## src/rtl/aco_pkg.sv

```systemverilog
// ----------------------------------------------------------------------------
// aco_pkg
// Shared types and constants of the Aho-Corasick matcher: word layouts of the
// automaton memory, the input and result words, and the decoded operation.
// ----------------------------------------------------------------------------
package aco_pkg;

  // automaton memory size, a power of two
  localparam int MEM_WORDS   = 4096;
  localparam int ADDR_BITS   = $clog2(MEM_WORDS);
  localparam int SYMBOL_BITS = 8;
  localparam int COUNT_BITS  = 16;

  // fixed field widths of the words on the ports
  localparam int IN_ADDR_BITS = 12;
  localparam int IN_SYM_BITS  = 8;
  localparam int DATA_BITS    = 32;
  localparam int POS_BITS     = 16;

  // node header: suffix offset, end mark, edge count
  localparam int OFF_BITS       = 16;
  localparam int HDR_END_BIT    = 16;
  localparam int HDR_CNT_LSB    = 17;
  localparam int EDGE_CNT_BITS  = DATA_BITS - HDR_CNT_LSB;
  // edge word: symbol in the low half, child offset in the high half
  localparam int EDGE_CHILD_LSB = 16;

  // walk counters hold MEM_WORDS itself
  localparam int LOOP_BITS = ADDR_BITS + 1;
  localparam int CMP_BITS  = (EDGE_CNT_BITS > LOOP_BITS) ? EDGE_CNT_BITS : LOOP_BITS;
  localparam int SUM_BITS  = ADDR_BITS + OFF_BITS + 1;

  localparam logic [COUNT_BITS-1:0] COUNT_MAX = {COUNT_BITS{1'b1}};

  // word queues between the parts
  localparam int QDEPTH    = 4;
  localparam int QPTR_BITS = $clog2(QDEPTH);

  typedef enum logic {
    OP_WRITE = 1'b0,
    OP_SCAN  = 1'b1
  } aco_kind_t;

  typedef struct packed {
    logic                    command;
    logic [IN_ADDR_BITS-1:0] word_address;
    logic [DATA_BITS-1:0]    word_data;
    logic [IN_SYM_BITS-1:0]  symbol;
    logic                    first_of_string;
  } aco_in_t;

  typedef struct packed {
    logic                match_found;
    logic [POS_BITS-1:0] match_position;
  } aco_out_t;

  typedef struct packed {
    aco_kind_t              kind;
    logic [ADDR_BITS-1:0]   addr;
    logic [DATA_BITS-1:0]   data;
    logic [SYMBOL_BITS-1:0] symbol;
    logic                   restart;
  } aco_op_t;

endpackage

```

## src/rtl/aco_front.sv

```systemverilog
// ----------------------------------------------------------------------------
// aco_front
// Input side: takes words, decodes them into write or scan operations and
// holds them in a short queue for the walk engine.
// ----------------------------------------------------------------------------
module aco_front import aco_pkg::*; (
  input  logic    clk,
  input  logic    rst_n,
  input  logic    push,
  output logic    full,
  input  aco_in_t in_word,
  output logic    op_valid,
  output aco_op_t op,
  input  logic    op_pop
);

  aco_op_t                q_r [QDEPTH];
  logic [QPTR_BITS-1:0]   wr_ptr_r, wr_ptr_nxt;
  logic [QPTR_BITS-1:0]   rd_ptr_r, rd_ptr_nxt;
  logic [QPTR_BITS:0]     fill_r, fill_nxt;
  logic                   do_push, do_pop;
  aco_op_t                dec_op;

  assign full     = (fill_r == (QPTR_BITS+1)'(QDEPTH));
  assign op_valid = (fill_r != '0);
  assign op       = q_r[rd_ptr_r];
  assign do_push  = push && !full;
  assign do_pop   = op_pop && op_valid;

  always_comb begin
    dec_op.kind    = in_word.command ? OP_SCAN : OP_WRITE;
    dec_op.addr    = ADDR_BITS'(in_word.word_address);
    dec_op.data    = in_word.word_data;
    dec_op.symbol  = SYMBOL_BITS'(in_word.symbol);
    dec_op.restart = in_word.first_of_string;
  end

  always_comb begin
    wr_ptr_nxt = do_push ? wr_ptr_r + QPTR_BITS'(1) : wr_ptr_r;
    rd_ptr_nxt = do_pop ? rd_ptr_r + QPTR_BITS'(1) : rd_ptr_r;
    fill_nxt   = fill_r + (QPTR_BITS+1)'(do_push) - (QPTR_BITS+1)'(do_pop);
  end

  always_ff @(posedge clk) begin
    if (!rst_n) begin
      wr_ptr_r <= '0;
      rd_ptr_r <= '0;
      fill_r   <= '0;
    end else begin
      wr_ptr_r <= wr_ptr_nxt;
      rd_ptr_r <= rd_ptr_nxt;
      fill_r   <= fill_nxt;
    end
  end

  always_ff @(posedge clk) begin
    if (do_push) begin
      q_r[wr_ptr_r] <= dec_op;
    end
  end

endmodule

```

## config.mk

```make
export PLATFORM = sky130hd
export DESIGN_NAME = aco_front
export DESIGN_NICKNAME = d
export VERILOG_FILES = /design/src/rtl/aco_pkg.sv /design/src/rtl/aco_front.sv
export SDC_FILE = /design/constraint.sdc
export NUM_CORES = 1
export LEC_CHECK = 0
export ABC_AREA = 0
export CAP_MARGIN = 30
export CELL_PAD_IN_SITES_DETAIL_PLACEMENT = 0
export CELL_PAD_IN_SITES_GLOBAL_PLACEMENT = 2
export CORE_ASPECT_RATIO = 0.9
export CORE_MARGIN = 1.5
export CORE_UTILIZATION = 49
export DETAILED_ROUTE_END_ITERATION = 12
export DONT_BUFFER_PORTS = 1
export PLACE_DENSITY = 0.77
export SETUP_SLACK_MARGIN = 0.5
export SYNTH_ARGS = -nofsm -noshare
export SYNTH_HDL_FRONTEND = slang
export SYNTH_SLANG_ARGS = --single-unit
```

## constraint.sdc

```tcl
create_clock -name clk -period 3.36 [get_ports clk]
set_clock_uncertainty 0.1 [all_clocks]
set_input_delay 0.168 -clock clk [delete_from_list [all_inputs] [get_ports clk]]
set_output_delay 0.168 -clock clk [all_outputs]
set_load 0.02 [all_outputs]
```

==> flow_summary.rst <==
.. list-table::
   :header-rows: 1

   * - Metric
     - Value
   * - Run status
     - finished, final reports clean
   * - Die area
     - 17,810 µm²
   * - Crit path max-delay cell type
     - dfxtp_1
   * - Number of max-slew violations in the final report
     - 0
   * - Met3 Resource Use GR
     - 4.870%
   * - Maximum capacitance violations
     - 0
   * - Met1 Track Usage GR
     - 20.70%
   * - Power per unit of standard cell area
     - 751.9 nW/µm²
   * - Number of antenna violations at the first check in global routing
     - 1
   * - Largest stage delay on the critical path
     - 0.42 ns
   * - Post-synth top area share
     - 77.80%
   * - Maximum level of the CTS H-tree
     - 1
   * - Wire length after detailed routing
     - 14,020 µm
   * - Max Buffers Root-to-Sink
     - 3
   * - Via count
     - 3,531
   * - Maximum resistive drop on vdd
     - 435.1 µV
   * - Hold Path Cell Cnt
     - 1
   * - Top cells by area, synth
     - edfxtp_1 (78%), mux4_2 (14%), dfxtp_1 (2.2%)
   * - Mean Syn Cell Area
     - 25.26 µm²
   * - Warnings from Yosys
     - 0
   * - Clock transition at the register clock pins on the worst setup and hold paths after CTS
     - 0.06 ns
   * - GRT Residual Overflow
     - 0
   * - Worst Slack Setup Final
     - 0.7625 ns
   * - Fin crit share
     - 77.31%
   * - Via count of the first global-routing pass
     - 3,945
   * - Library cells used by synthesis
     - 21
   * - Number of primary I/O pins
     - 114
   * - Sort of element at the start of the critical path
     - register
   * - Most frequent cells in the layout
     - edfxtp_1 (216), dlygate4sd3_1 (58), mux4_2 (50)
   * - Placeable core region
     - 16,780 µm²
   * - TritonCTS buffer count
     - 23
   * - Area growth syn-to-layout
     - 18.19%
   * - Sequential power share
     - 48.2%
   * - Largest net degree at the start of global routing
     - 35
   * - Cells on worst reg2reg path
     - 12
   * - Die Width
     - 140.5 µm
   * - Number of DRC markers in iteration 0
     - 178
   * - Int Pwr
     - 5.373 mW
   * - Relative max-transition margin
     - 60.06%
   * - Ordered cell list for the critical path
     - nor3b_4 -> nor2b_1 -> buf_4 -> inv_1 -> ha_1 -> inv_1 -> ha_1 -> inv_1 -> fa_1 -> xnor2_1 -> xnor2_1 -> and2_1
   * - Cell total after placement
     - 539
   * - Cell row count
     - 45
   * - Fill cell instance count of the final layout
     - 1,222
   * - Terminus of the critical flop-to-flop path
     - fill_r[2]$_SDFF_PN0_
   * - Mapped cell area
     - 8337 µm²
   * - Leakage dissipation
     - 3.142 nW
   * - Die boundary height
     - 126.7 µm
   * - Global-route wire length before repair
     - 21,740 µm
   * - Clock share of power
     - 30.6%
   * - Register-to-Register Setup Slack
     - 0.76 ns
   * - Hold Fails Final Rpt
     - 0
   * - Sw frac
     - 27.48%
   * - Critical path data arrival time
     - 2.88 ns
   * - Combinational Power Share
     - 21.2%
   * - FF+latch count, synth
     - 225
   * - Sum of net half-perimeters after detailed placement
     - 8112 µm
   * - TNS Setup
     - 0 ns
   * - Peak-usage layer in the global routing report
     - met2
   * - Initial core utilization
     - 49.69%
   * - Worst setup path class
     - register to register
   * - NetSw
     - 2.036 mW
   * - Clock tree from TritonCTS
     - yes
   * - Met2 GRT Util
     - 27.52%
   * - Worst path required time
     - 3.64 ns
   * - Post-layout minimum cycle time
     - 2.597 ns
   * - CP max FO
     - 7
   * - Post-synthesis net count
     - 395
   * - Final weighted congestion of routability-driven global placement
     - 0.7519
   * - Top cell by count, worst path
     - inv_1
   * - Crit path capture type
     - register
   * - Start point of the worst hold path
     - in_word[27]
   * - Detail Route Antenna Nets
     - 0
   * - Tightest Hold Check Type
     - input port to register
   * - Number of port buffers
     - 0
   * - Sinks on the clock net
     - 225
   * - Share of post-route cells with drive strength above 1
     - 23.58%
   * - Gate Count Post-Synth
     - 330
   * - Total GRT Usage
     - 16.27%
   * - Commonest non-fill, non-tap cell in the layout
     - edfxtp_1
   * - Number of nets in the layout
     - 476
   * - Non-filler cells in the finished layout
     - 636
   * - Average wire per cell in the routed design
     - 22.05 µm
   * - Endpoint of the worst hold path
     - q_r[2][27]$_DFFE_PP_
   * - Setup violation total in the final timing report
     - 0
   * - Post-DR vias/cell
     - 5.552
   * - Multi-input gate area in the final layout
     - 1514 µm²
   * - Clock root cell
     - clkbuf_16
   * - Cell taking the most area after synthesis
     - edfxtp_1
   * - Sequential fraction of the synthesis area
     - 79.96%
   * - Buffer count from post-CTS setup fixing
     - 0
   * - Worst slack after detailed placement
     - 0.7078 ns
   * - Detailed-route DRC error count
     - 0
   * - Origin of the critical flop-to-flop path
     - fill_r[2]$_SDFF_PN0_
   * - Transition time of the tightest slew-check pin
     - 0.5991 ns
   * - Clk Latency, worst-skew pair
     - 0.49 ns
   * - Highest clock frequency the design can meet
     - 385.0 MHz
   * - Register area
     - 6671 µm²
   * - Unrepaired setup endpoints after global routing
     - false
   * - Number of search-and-repair iterations in the first detailed-routing pass
     - 4
## flip-flops by register name, indices dropped and copies added, names as in the netlist, named ones only
name and cells:
wr_ptr_r 2, fill_r 3, rd_ptr_r 2, q_r 216
## how the worst max path moves through the flow
stage	start	to	slack (ns)	depth (start not counted)
finish	fill_r[2]$_SDFF_PN0_	fill_r[2]$_SDFF_PN0_	0.76	12
global route	fill_r[2]$_SDFF_PN0_	fill_r[2]$_SDFF_PN0_	0.52	12
CTS	fill_r[2]$_SDFF_PN0_	fill_r[2]$_SDFF_PN0_	0.69	12
detailed placement	fill_r[2]$_SDFF_PN0_	fill_r[2]$_SDFF_PN0_	0.71	12
global placement	fill_r[1]$_SDFF_PN0_	fill_r[2]$_SDFF_PN0_	0.80	12
floorplan	fill_r[1]$_SDFF_PN0_	q_r[0][0]$_DFFE_PP_	0.71	4
## worst max-delay path: cells and delay by family, from the launching register on
kind,cells,cell delay (ns)
xor+xnor,2,0.29
fa+ha+maj,3,0.73
simple gates,3,0.62
buf+inv,4,0.34
flops,1,0.42
## metal layers
metal	routed length, µm	vias up
li1	-	1553
met1	5829	1855
met2	7000	101
met3	873	22
met4	321	0
met5	0	-
## synth_stat cells
| cell type | number |
|---|---|
| edfxtp_1 | 216 |
| mux4_2 | 50 |
| dfxtp_1 | 9 |
| and2_1 | 7 |
| buf_2 | 6 |
| ha_1 | 6 |
| buf_12 | 5 |
| inv_1 | 5 |
| mux4_1 | 4 |
| nand2_1 | 4 |
| nor2b_1 | 4 |
| xnor2_1 | 4 |
| mux2i_1 | 2 |
| buf_6 | 1 |
| clkbuf_1 | 1 |
| clkbuf_2 | 1 |
| fa_1 | 1 |
| nor3b_2 | 1 |
| o311ai_1 | 1 |
| o31a_1 | 1 |
| or3_1 | 1 |
## power groups by stage
stage               Sequential (mW)  Combinational (mW)  Clock (mW)
finish                         3.57                1.57        2.27
CTS                            3.58                1.60        2.33
global placement               3.62                1.50           0
detailed placement             3.64                1.51           0
floorplan                      3.53                1.40           0
global route                   3.61                1.68        2.44
## kinds of logic after synthesis
group	Yosys count	synth area share (%)
flops	225	79.96
mux	56	15.01
buf+inv	19	2.026
simple gates	17	1.231
fa+ha+maj	7	1.141
xor+xnor	4	0.4202
compound gates	2	0.2102
## stage by stage
stage               hold WS, ns  area (µm²)  util, %  power, mW
floorplan                0.1669        8337        -      4.925
global placement         0.1670        8589    51.19      5.121
detailed placement       0.1670        8589    51.19      5.152
CTS                      0.2602        9844    58.67      7.510
global route             0.2782        9853    58.72      7.728
finish                   0.2791        9853    58.72      7.409
## cell type report
| type | instances | area share, % |
|---|---|---|
| diodes | 1 | 0.02540 |
| clock buffers | 33 | 6.527 |
| clock inverters | 5 | 0.3175 |
| inverters | 5 | 0.1905 |
| multi-input cells | 86 | 15.37 |
| flip-flops and latches | 225 | 67.71 |
| well taps | 211 | 2.679 |
| repair buffers | 70 | 7.187 |
## timing repair
item                       CTS  global route
setup endpoints to repair    0             1
resized for setup            0             1
hold endpoints to repair   225             0
hold buffers                58             0
No activity file was read; power rests on OpenSTA's default activity.
