**src/rtl/aco_pkg.sv**
```systemverilog
// ----------------------------------------------------------------------------
// aco_pkg
// Shared types and constants of the Aho-Corasick matcher: word layouts of the
// automaton memory, the input and result words, and the decoded operation.
// ----------------------------------------------------------------------------
package aco_pkg;

  // automaton memory size, a power of two
  localparam int MEM_WORDS   = 4096;
  localparam int ADDR_BITS   = $clog2(MEM_WORDS);
  localparam int SYMBOL_BITS = 8;
  localparam int COUNT_BITS  = 16;

  // fixed field widths of the words on the ports
  localparam int IN_ADDR_BITS = 12;
  localparam int IN_SYM_BITS  = 8;
  localparam int DATA_BITS    = 32;
  localparam int POS_BITS     = 16;

  // node header: suffix offset, end mark, edge count
  localparam int OFF_BITS       = 16;
  localparam int HDR_END_BIT    = 16;
  localparam int HDR_CNT_LSB    = 17;
  localparam int EDGE_CNT_BITS  = DATA_BITS - HDR_CNT_LSB;
  // edge word: symbol in the low half, child offset in the high half
  localparam int EDGE_CHILD_LSB = 16;

  // walk counters hold MEM_WORDS itself
  localparam int LOOP_BITS = ADDR_BITS + 1;
  localparam int CMP_BITS  = (EDGE_CNT_BITS > LOOP_BITS) ? EDGE_CNT_BITS : LOOP_BITS;
  localparam int SUM_BITS  = ADDR_BITS + OFF_BITS + 1;

  localparam logic [COUNT_BITS-1:0] COUNT_MAX = {COUNT_BITS{1'b1}};

  // word queues between the parts
  localparam int QDEPTH    = 4;
  localparam int QPTR_BITS = $clog2(QDEPTH);

  typedef enum logic {
    OP_WRITE = 1'b0,
    OP_SCAN  = 1'b1
  } aco_kind_t;

  typedef struct packed {
    logic                    command;
    logic [IN_ADDR_BITS-1:0] word_address;
    logic [DATA_BITS-1:0]    word_data;
    logic [IN_SYM_BITS-1:0]  symbol;
    logic                    first_of_string;
  } aco_in_t;

  typedef struct packed {
    logic                match_found;
    logic [POS_BITS-1:0] match_position;
  } aco_out_t;

  typedef struct packed {
    aco_kind_t              kind;
    logic [ADDR_BITS-1:0]   addr;
    logic [DATA_BITS-1:0]   data;
    logic [SYMBOL_BITS-1:0] symbol;
    logic                   restart;
  } aco_op_t;

endpackage

```
**src/rtl/aco_out_queue.sv**
```systemverilog
// ----------------------------------------------------------------------------
// aco_out_queue
// Result side: a short queue of result words between the walk engine and
// the receiver, so the engine keeps going while a result waits.
// ----------------------------------------------------------------------------
module aco_out_queue import aco_pkg::*; (
  input  logic     clk,
  input  logic     rst_n,
  input  logic     res_push,
  input  aco_out_t res_word,
  output logic     res_full,
  output logic     empty,
  input  logic     pop,
  output aco_out_t out_word
);

  aco_out_t               q_r [QDEPTH];
  logic [QPTR_BITS-1:0]   wr_ptr_r, wr_ptr_nxt;
  logic [QPTR_BITS-1:0]   rd_ptr_r, rd_ptr_nxt;
  logic [QPTR_BITS:0]     fill_r, fill_nxt;
  logic                   do_push, do_pop;

  assign res_full = (fill_r == (QPTR_BITS+1)'(QDEPTH));
  assign empty    = (fill_r == '0);
  assign out_word = q_r[rd_ptr_r];
  assign do_push  = res_push && !res_full;
  assign do_pop   = pop && !empty;

  always_comb begin
    wr_ptr_nxt = do_push ? wr_ptr_r + QPTR_BITS'(1) : wr_ptr_r;
    rd_ptr_nxt = do_pop ? rd_ptr_r + QPTR_BITS'(1) : rd_ptr_r;
    fill_nxt   = fill_r + (QPTR_BITS+1)'(do_push) - (QPTR_BITS+1)'(do_pop);
  end

  always_ff @(posedge clk) begin
    if (!rst_n) begin
      wr_ptr_r <= '0;
      rd_ptr_r <= '0;
      fill_r   <= '0;
    end else begin
      wr_ptr_r <= wr_ptr_nxt;
      rd_ptr_r <= rd_ptr_nxt;
      fill_r   <= fill_nxt;
    end
  end

  always_ff @(posedge clk) begin
    if (do_push) begin
      q_r[wr_ptr_r] <= res_word;
    end
  end

endmodule

```
**config.mk**
```make
export PLATFORM = sky130hd
export DESIGN_NAME = aco_out_queue
export DESIGN_NICKNAME = d
export VERILOG_FILES = /design/src/rtl/aco_pkg.sv /design/src/rtl/aco_out_queue.sv
export SDC_FILE = /design/constraint.sdc
export NUM_CORES = 1
export LEC_CHECK = 0
export BUFFER_PORTS_ARGS = -buffer_cell sky130_fd_sc_hd__buf_2
export CORE_MARGIN = 1.5
export CORE_UTILIZATION = 60
export DETAILED_ROUTE_END_ITERATION = 6
export GPL_TIMING_DRIVEN = 0
export PLACE_DENSITY = 0.86
export SYNTH_ARGS = -nofsm -noshare
export SYNTH_HDL_FRONTEND = slang
export SYNTH_SLANG_ARGS = --single-unit
```
**constraint.sdc**
```tcl
create_clock -name clk -period 3.6 [get_ports clk]
set_input_delay 0.54 -clock clk [delete_from_list [all_inputs] [get_ports clk]]
set_output_delay 0.54 -clock clk [all_outputs]
set_load 0.1 [all_outputs]
```
==> results of run 1 <==
final cells by class:
| type | instances | area share (%) |
|---|---|---|
| buffer | 6 | 1.45 |
| inverter | 6 | 0.651 |
| sequential | 77 | 64.3 |
| timing repair buffer | 38 | 5.50 |
| clock inverter | 6 | 2.24 |
| multi-input combinational | 51 | 19.8 |
| clock buffer | 10 | 3.69 |
| tap | 67 | 2.42 |
layout by cell type (no fill, tap or decap), types with 6 or more instances in the layout:
| master | n |
|---|---|
| ha_1 | 6 |
| nand2_1 | 6 |
| edfxtp_1 | 68 |
| buf_2 | 41 |
| and2_1 | 7 |
| inv_1 | 6 |
| mux4_2 | 10 |
| mux4_1 | 7 |
| clkbuf_8 | 9 |
| dfxtp_1 | 9 |
worst max-delay path, delay by kind of cell, from the launching register on:
| family | cells | cell delay (ns) |
|---|---|---|
| muxes | 1 | 0.26 |
| buffers and inverters | 3 | 0.94 |
| DFF | 1 | 0.30 |
stage by stage:
stage,setup WS (ns),total power [µW],utilization (%)
floorplan,0.362,2130,-
global placement,1.30,2270,68.4
detailed placement,1.17,2310,68.4
CTS,1.20,2970,72.7
global route,1.12,3060,72.7
finish,1.22,2960,72.7
flip-flops by register name, summed over array words and instances, names as in the netlist, named ones only:
signal and cells:
q_r 68, fill_r 3, rd_ptr_r 2, wr_ptr_r 2
how the worst max path moves through the flow:
stage	startpoint	to	slack, ns
6_report	flip-flop	out_word[8]	1.22
5_1_grt	flip-flop	out_word[4]	1.12
4_1_cts	flip-flop	out_word[8]	1.20
3_5_place_dp	res_push	fill_r[2]$_SDFF_PN0_	1.17
3_3_place_gp	res_push	fill_r[2]$_SDFF_PN0_	1.30
2_1_floorplan	fill_r[1]$_SDFF_PN0_	fill_r[2]$_SDFF_PN0_	0.36
metal layers:
metal	wire [µm]	global-route usage, %	vias up
met2	2420	32.5	49
li1	-	-	657
met5	0	0	-
met3	269	5.76	12
met1	1920	22.7	712
met4	97	9.47	0
report_power, final:
part           internal (µW)  total [µW]  switching (µW)  leakage [µW]
clock network            384         673             289      0.000105
registers               1090        1130            39.8      0.000697
logic                    271        1160             885      0.000432
total                   1740        2960            1210       0.00123
kinds of logic (layout without fill, tap and decap cells):
group,count (synthesis),after routing,synth area share [%]
DFF,77,77,74.6
adders and majority gates,7,7,3.19
and+or+nand+nor,19,19,3.99
muxes,19,19,14.4
AOI/OAI and AO/OA,4,4,0.756
buffers and inverters,12,66,2.44
xor gates and xnor gates,2,2,0.588
==> impl_metrics.env, run 1 <==
export IMPL_rsz0062_at_grt="false"
export IMPL_setup_viol=0
export IMPL_core_area_um2=4750
export IMPL_cts_hold_buf=0
export IMPL_wirelength_um=4700
export IMPL_worst_slew_pin_slew_ns=0.894
export IMPL_cap_violations=0
export IMPL_cts_htree_levels=3
export IMPL_drt_iter0_drc=161
export IMPL_power_density_nw_per_um2=855
export IMPL_start_util_pct=62.6
export IMPL_regArea_um2=2220
export IMPL_antenna_diode_count=0
export IMPL_io_buffers=38
export IMPL_max_slew_margin_rel_pct=40.4
export IMPL_final_area_um2=3460
export IMPL_worstSetupPathType="flip-flop to primary output"
export IMPL_tns_ns=0
export IMPL_min_from="res_word[7]"
export IMPL_clock_latency_ns=0.34
export IMPL_postCtsSetupBuffers=0
export IMPL_wl_per_cell_um=18.0
export IMPL_synthFlopType="edfxtp_1"
export IMPL_stdcell_count=261
export IMPL_cts_buffers=9
export IMPL_drt_vias_per_instance=5.48
export IMPL_max_freq_mhz=420
export IMPL_synth_common_cells="edfxtp_1, mux4_2, dfxtp_1"
export IMPL_crit_fanout=10
export IMPL_status="finished, final reports clean"
export IMPL_grt_usage_pct=19.3
export IMPL_crit_slowest_cell="buf_2"
export IMPL_ctsResizeCount=0
export IMPL_root_buffer="clkbuf_8"
export IMPL_synth_top_cell_area_share_pct=68.6
export IMPL_clock_path_buffers=2
export IMPL_ios=40
export IMPL_cpMostUsedCell="buf_2"
export IMPL_synth_seq_cells=77
export IMPL_synth_largest_area_cell="edfxtp_1"
export IMPL_fin_skew_ns=0.00702
export IMPL_p_leak_uw=0.00123
export IMPL_clkSinkCount=77
export IMPL_ys_seq_area_share_pct=74.6
export IMPL_syn_area_um2=2980
export IMPL_yosys_top_cells_area="edfxtp_1, mux4_2, mux4_1"
export IMPL_vias=1430
export IMPL_reg2reg_from="fill_r[2]$_SDFF_PN0_"
export IMPL_whs_endpoint="q_r[3][7]$_DFFE_PP_"
export IMPL_synth_edf_count=68
export IMPL_placedCellCount=245
export IMPL_period_needed_ns=2.38
export IMPL_worstPathArrival_ns=1.84
export IMPL_syn_area_per_cell_um2=21.3
export IMPL_cp_start_kind="flip-flop"
export IMPL_dieHeight_um=73.5
export IMPL_slew_violations=0
export IMPL_dp_hpwl_um=3090
export IMPL_clkTransAtPathRegs_ns=0.07
export IMPL_antenna_found_initial=0
export IMPL_cp_slowest_stage_delay_ns=0.42
export IMPL_drt_pass1_iter_count=4
export IMPL_cts_tree="built"
export IMPL_place_area_um2=3250
export IMPL_endpoint_kind="primary output"
export IMPL_area_growth_pct=16.1
export IMPL_r2r_setup_slack_ns=1.28
export IMPL_grt_pass1_wl_um=7190
export IMPL_overflow=0
export IMPL_hold_path_class="primary input to flip-flop"
export IMPL_reg2reg_to="fill_r[2]$_SDFF_PN0_"
export IMPL_antenna_left=0
export IMPL_place_gp_congestion=0.716
export IMPL_finalNetCount=217
export IMPL_grt_max_degree=18
export IMPL_required_ns=3.06
export IMPL_async_reset_ff_share_pct=0
export IMPL_postSynthCellCount=140
export IMPL_syn_num_nets=168
export IMPL_synth_warning_count=0
export IMPL_ir_worst_vdd_v=0.000477
export IMPL_yosysMostFrequentCell="edfxtp_1"
export IMPL_drc=0
export IMPL_crit_chain="buf_2 > buf_2 > mux4_2 > buf_2"
export IMPL_multi_input_area_um2=683
export IMPL_holdWs_ns=0.414
export IMPL_ys_types=22
export IMPL_hold_viol=0
export IMPL_drive_gt1_share_pct=35.1
export IMPL_reg2regPathDepth=11
export IMPL_hold_depth=1
export IMPL_post_route_period_util_pct=66.1
export IMPL_rows=25
export IMPL_grt_pass1_vias=1482
export IMPL_die_x_um=73.5
export IMPL_fillers=301
export IMPL_dieArea_um2=5390
(Power assumes the default switching activity.)
==> run 2, diff against run 1 <==
--- a/config.mk
+++ b/config.mk
@@ -7,10 +7,10 @@
 export LEC_CHECK = 0
 export BUFFER_PORTS_ARGS = -buffer_cell sky130_fd_sc_hd__buf_2
 export CORE_MARGIN = 1.5
-export CORE_UTILIZATION = 60
+export CORE_UTILIZATION = 51
 export DETAILED_ROUTE_END_ITERATION = 6
 export GPL_TIMING_DRIVEN = 0
-export PLACE_DENSITY = 0.86
+export PLACE_DENSITY = 0.78
 export SYNTH_ARGS = -nofsm -noshare
 export SYNTH_HDL_FRONTEND = slang
 export SYNTH_SLANG_ARGS = --single-unit
==> constraint.sdc (replaced) <==
create_clock -name clk -period 2.15 [get_ports clk]
set_input_delay 0.3225 -clock clk [delete_from_list [all_inputs] [get_ports clk]]
set_output_delay 0.3225 -clock clk [all_outputs]
set_load 0.1 [all_outputs]
==> run 2 against run 1 <==
Against the previous run: clock skew grew 0.00053 ns; clock power rose by 89%; power grew 78%; utilization down 8.2 points; largest cell class unchanged; die area rose by 17%; critical path depth grew 7; via count up 1.3%; count of clock-buffer cells in the layout stayed put.
==> impl_metrics.env, run 2 (synthesized netlist as in run 1, its figures left out) <==
export IMPL_cp_startpoint="fill_r[2]$_SDFF_PN0_"
export IMPL_dp_hpwl_um=3200
export IMPL_wirelength_um=4790
export IMPL_cp_start_kind="flip-flop"
export IMPL_antenna_diode_count=0
export IMPL_reg2regPathDepth=11
export IMPL_reg2reg_to="fill_r[2]$_SDFF_PN0_"
export IMPL_rsz0062_at_grt="true"
export IMPL_final_common_cell="edfxtp_1"
export IMPL_area_growth_pct=20.7
export IMPL_cts_buffers=9
export IMPL_cts_tree="built"
export IMPL_cap_violations=0
export IMPL_dieArea_um2=6310
export IMPL_tns_ns=0
export IMPL_core_area_um2=5570
export IMPL_antenna_left=0
export IMPL_clock_path_buffers=2
export IMPL_antenna_found_initial=0
export IMPL_drt_pass1_iter_count=4
export IMPL_slew_violations=0
export IMPL_rows=27
export IMPL_worstPathArrival_ns=2.36
export IMPL_place_gp_congestion=0.662
export IMPL_regMostFlops="q_r"
export IMPL_start_util_pct=53.4
export IMPL_reg2reg_from="fill_r[2]$_SDFF_PN0_"
export IMPL_power_density_nw_per_um2=1460
export IMPL_root_buffer="clkbuf_8"
export IMPL_hold_path_class="primary input to flip-flop"
export IMPL_r2r_setup_slack_ns=0.03
export IMPL_overflow=0
export IMPL_worstSetupPathType="flip-flop to flip-flop"
export IMPL_largest_register_ffs=68
export IMPL_crit_path_end="fill_r[2]$_SDFF_PN0_"
export IMPL_hold_viol=0
export IMPL_drt_vias_per_instance=5.42
export IMPL_wl_per_cell_um=17.9
export IMPL_setup_viol=0
export IMPL_grt_max_degree=18
export IMPL_post_route_period_util_pct=98.7
export IMPL_cts_htree_levels=3
export IMPL_placedCellCount=250
export IMPL_clock_latency_ns=0.35
export IMPL_drc=0
export IMPL_worst_slew_pin_slew_ns=0.884
export IMPL_ir_worst_vdd_v=0.00105
export IMPL_status="finished, final reports clean"
export IMPL_max_slew_margin_rel_pct=41.1
export IMPL_p_leak_uw=0.00126
export IMPL_endpoint_kind="flip-flop"
export IMPL_stdcell_count=267
export IMPL_layout_common_cells="edfxtp_1, buf_2, mux4_2, buf_4, clkbuf_8"
export IMPL_top_regs="q_r (68), fill_r (3)"
export IMPL_drt_iter0_drc=107
export IMPL_drive_gt1_share_pct=40.5
export IMPL_grt_pass1_vias=1545
export IMPL_dieHeight_um=79.4
export IMPL_fillers=386
export IMPL_grt_pass1_wl_um=7330
export IMPL_period_needed_ns=2.12
export IMPL_vias=1448
export IMPL_grt_usage_pct=16.8
export IMPL_clkSinkCount=77
export IMPL_required_ns=2.39
export IMPL_io_buffers=38
export IMPL_max_freq_mhz=471
export IMPL_fin_skew_ns=0.00755
export IMPL_crit_fanout=3
export IMPL_die_x_um=79.4
export IMPL_post_route_util_pct=64.5
export IMPL_finalNetCount=218
export IMPL_clkTransAtPathRegs_ns=0.08
export IMPL_power_uw=5250
export IMPL_ios=40
-- run 2: how the worst min path moves through the flow --
stage / from / end / slack [ns] / cells after the start
3_5_place_dp: wr_ptr_r[1]$_SDFFE_PN0P_ / wr_ptr_r[1]$_SDFFE_PN0P_ / 0.50 / 2
3_3_place_gp: rd_ptr_r[0]$_SDFFE_PN0P_ / rd_ptr_r[0]$_SDFFE_PN0P_ / 0.47 / 2
5_1_grt: res_word[1] / q_r[0][1]$_DFFE_PP_ / 0.17 / 1
4_1_cts: res_word[1] / q_r[0][1]$_DFFE_PP_ / 0.18 / 1
6_report: res_word[1] / q_r[0][1]$_DFFE_PP_ / 0.19 / 1
2_1_floorplan: res_word[0] / q_r[0][0]$_DFFE_PP_ / 0.42 / 0
-- run 2: timing repair --
action	in CTS	in global routing
hold buffers	0	0
setup endpoints to repair	11	8
gates resized for setup	12	9
hold endpoints to repair	0	0
pin swaps	0	4
setup buffers	0	1
-- run 2: metrics by stage --
step / hold WS (ns) / area [µm²] / worst slack (ns)
floorplan: 0.421 / 3000 / -0.538
global placement: 0.470 / 3280 / 0.0457
finish: 0.192 / 3590 / 0.0269
detailed placement: 0.500 / 3280 / -0.0417
CTS: 0.176 / 3540 / -0.00694
global route: 0.171 / 3590 / -0.0738
-- run 2: routing by layer --
layer  wire length (µm)  global-route usage (%)  up-vias
li1                   -                       -      659
met1               1820                    18.5      745
met2               2640                    29.2       36
met3                261                    6.63        8
met4                 62                    6.32        0
met5                  0                       0        -
-- run 2: final cells by class --
cell class / instances / area, µm² / area share (%)
Buffer: 6 / 55.1 / 1.53
Clock buffer: 10 / 128 / 3.55
Clock inverter: 6 / 110 / 3.06
Inverter: 6 / 22.5 / 0.627
Multi-Input combinational cell: 51 / 731 / 20.3
Sequential cell: 77 / 2230 / 62.0
Tap cell: 72 / 90.1 / 2.51
Timing Repair Buffer: 39 / 230 / 6.40
-- run 2: power breakdown --
group	total [µW]	switching [µW]	internal, µW
logic	2070	1510	558
registers	1910	83.8	1830
clock network	1270	501	771
total	5250	2090	3160
-- run 2: critical path: stages, from the launching register on --
cell and delay (ns):
dfxtp_4 0.37, nor3b_4 0.15, nor2b_1 0.11, buf_4 0.12, inv_2 0.04, ha_4 0.25
inv_2 0.04, ha_4 0.14, fa_2 0.37, xnor2_2 0.15, xnor2_1 0.12, and2_1 0.15
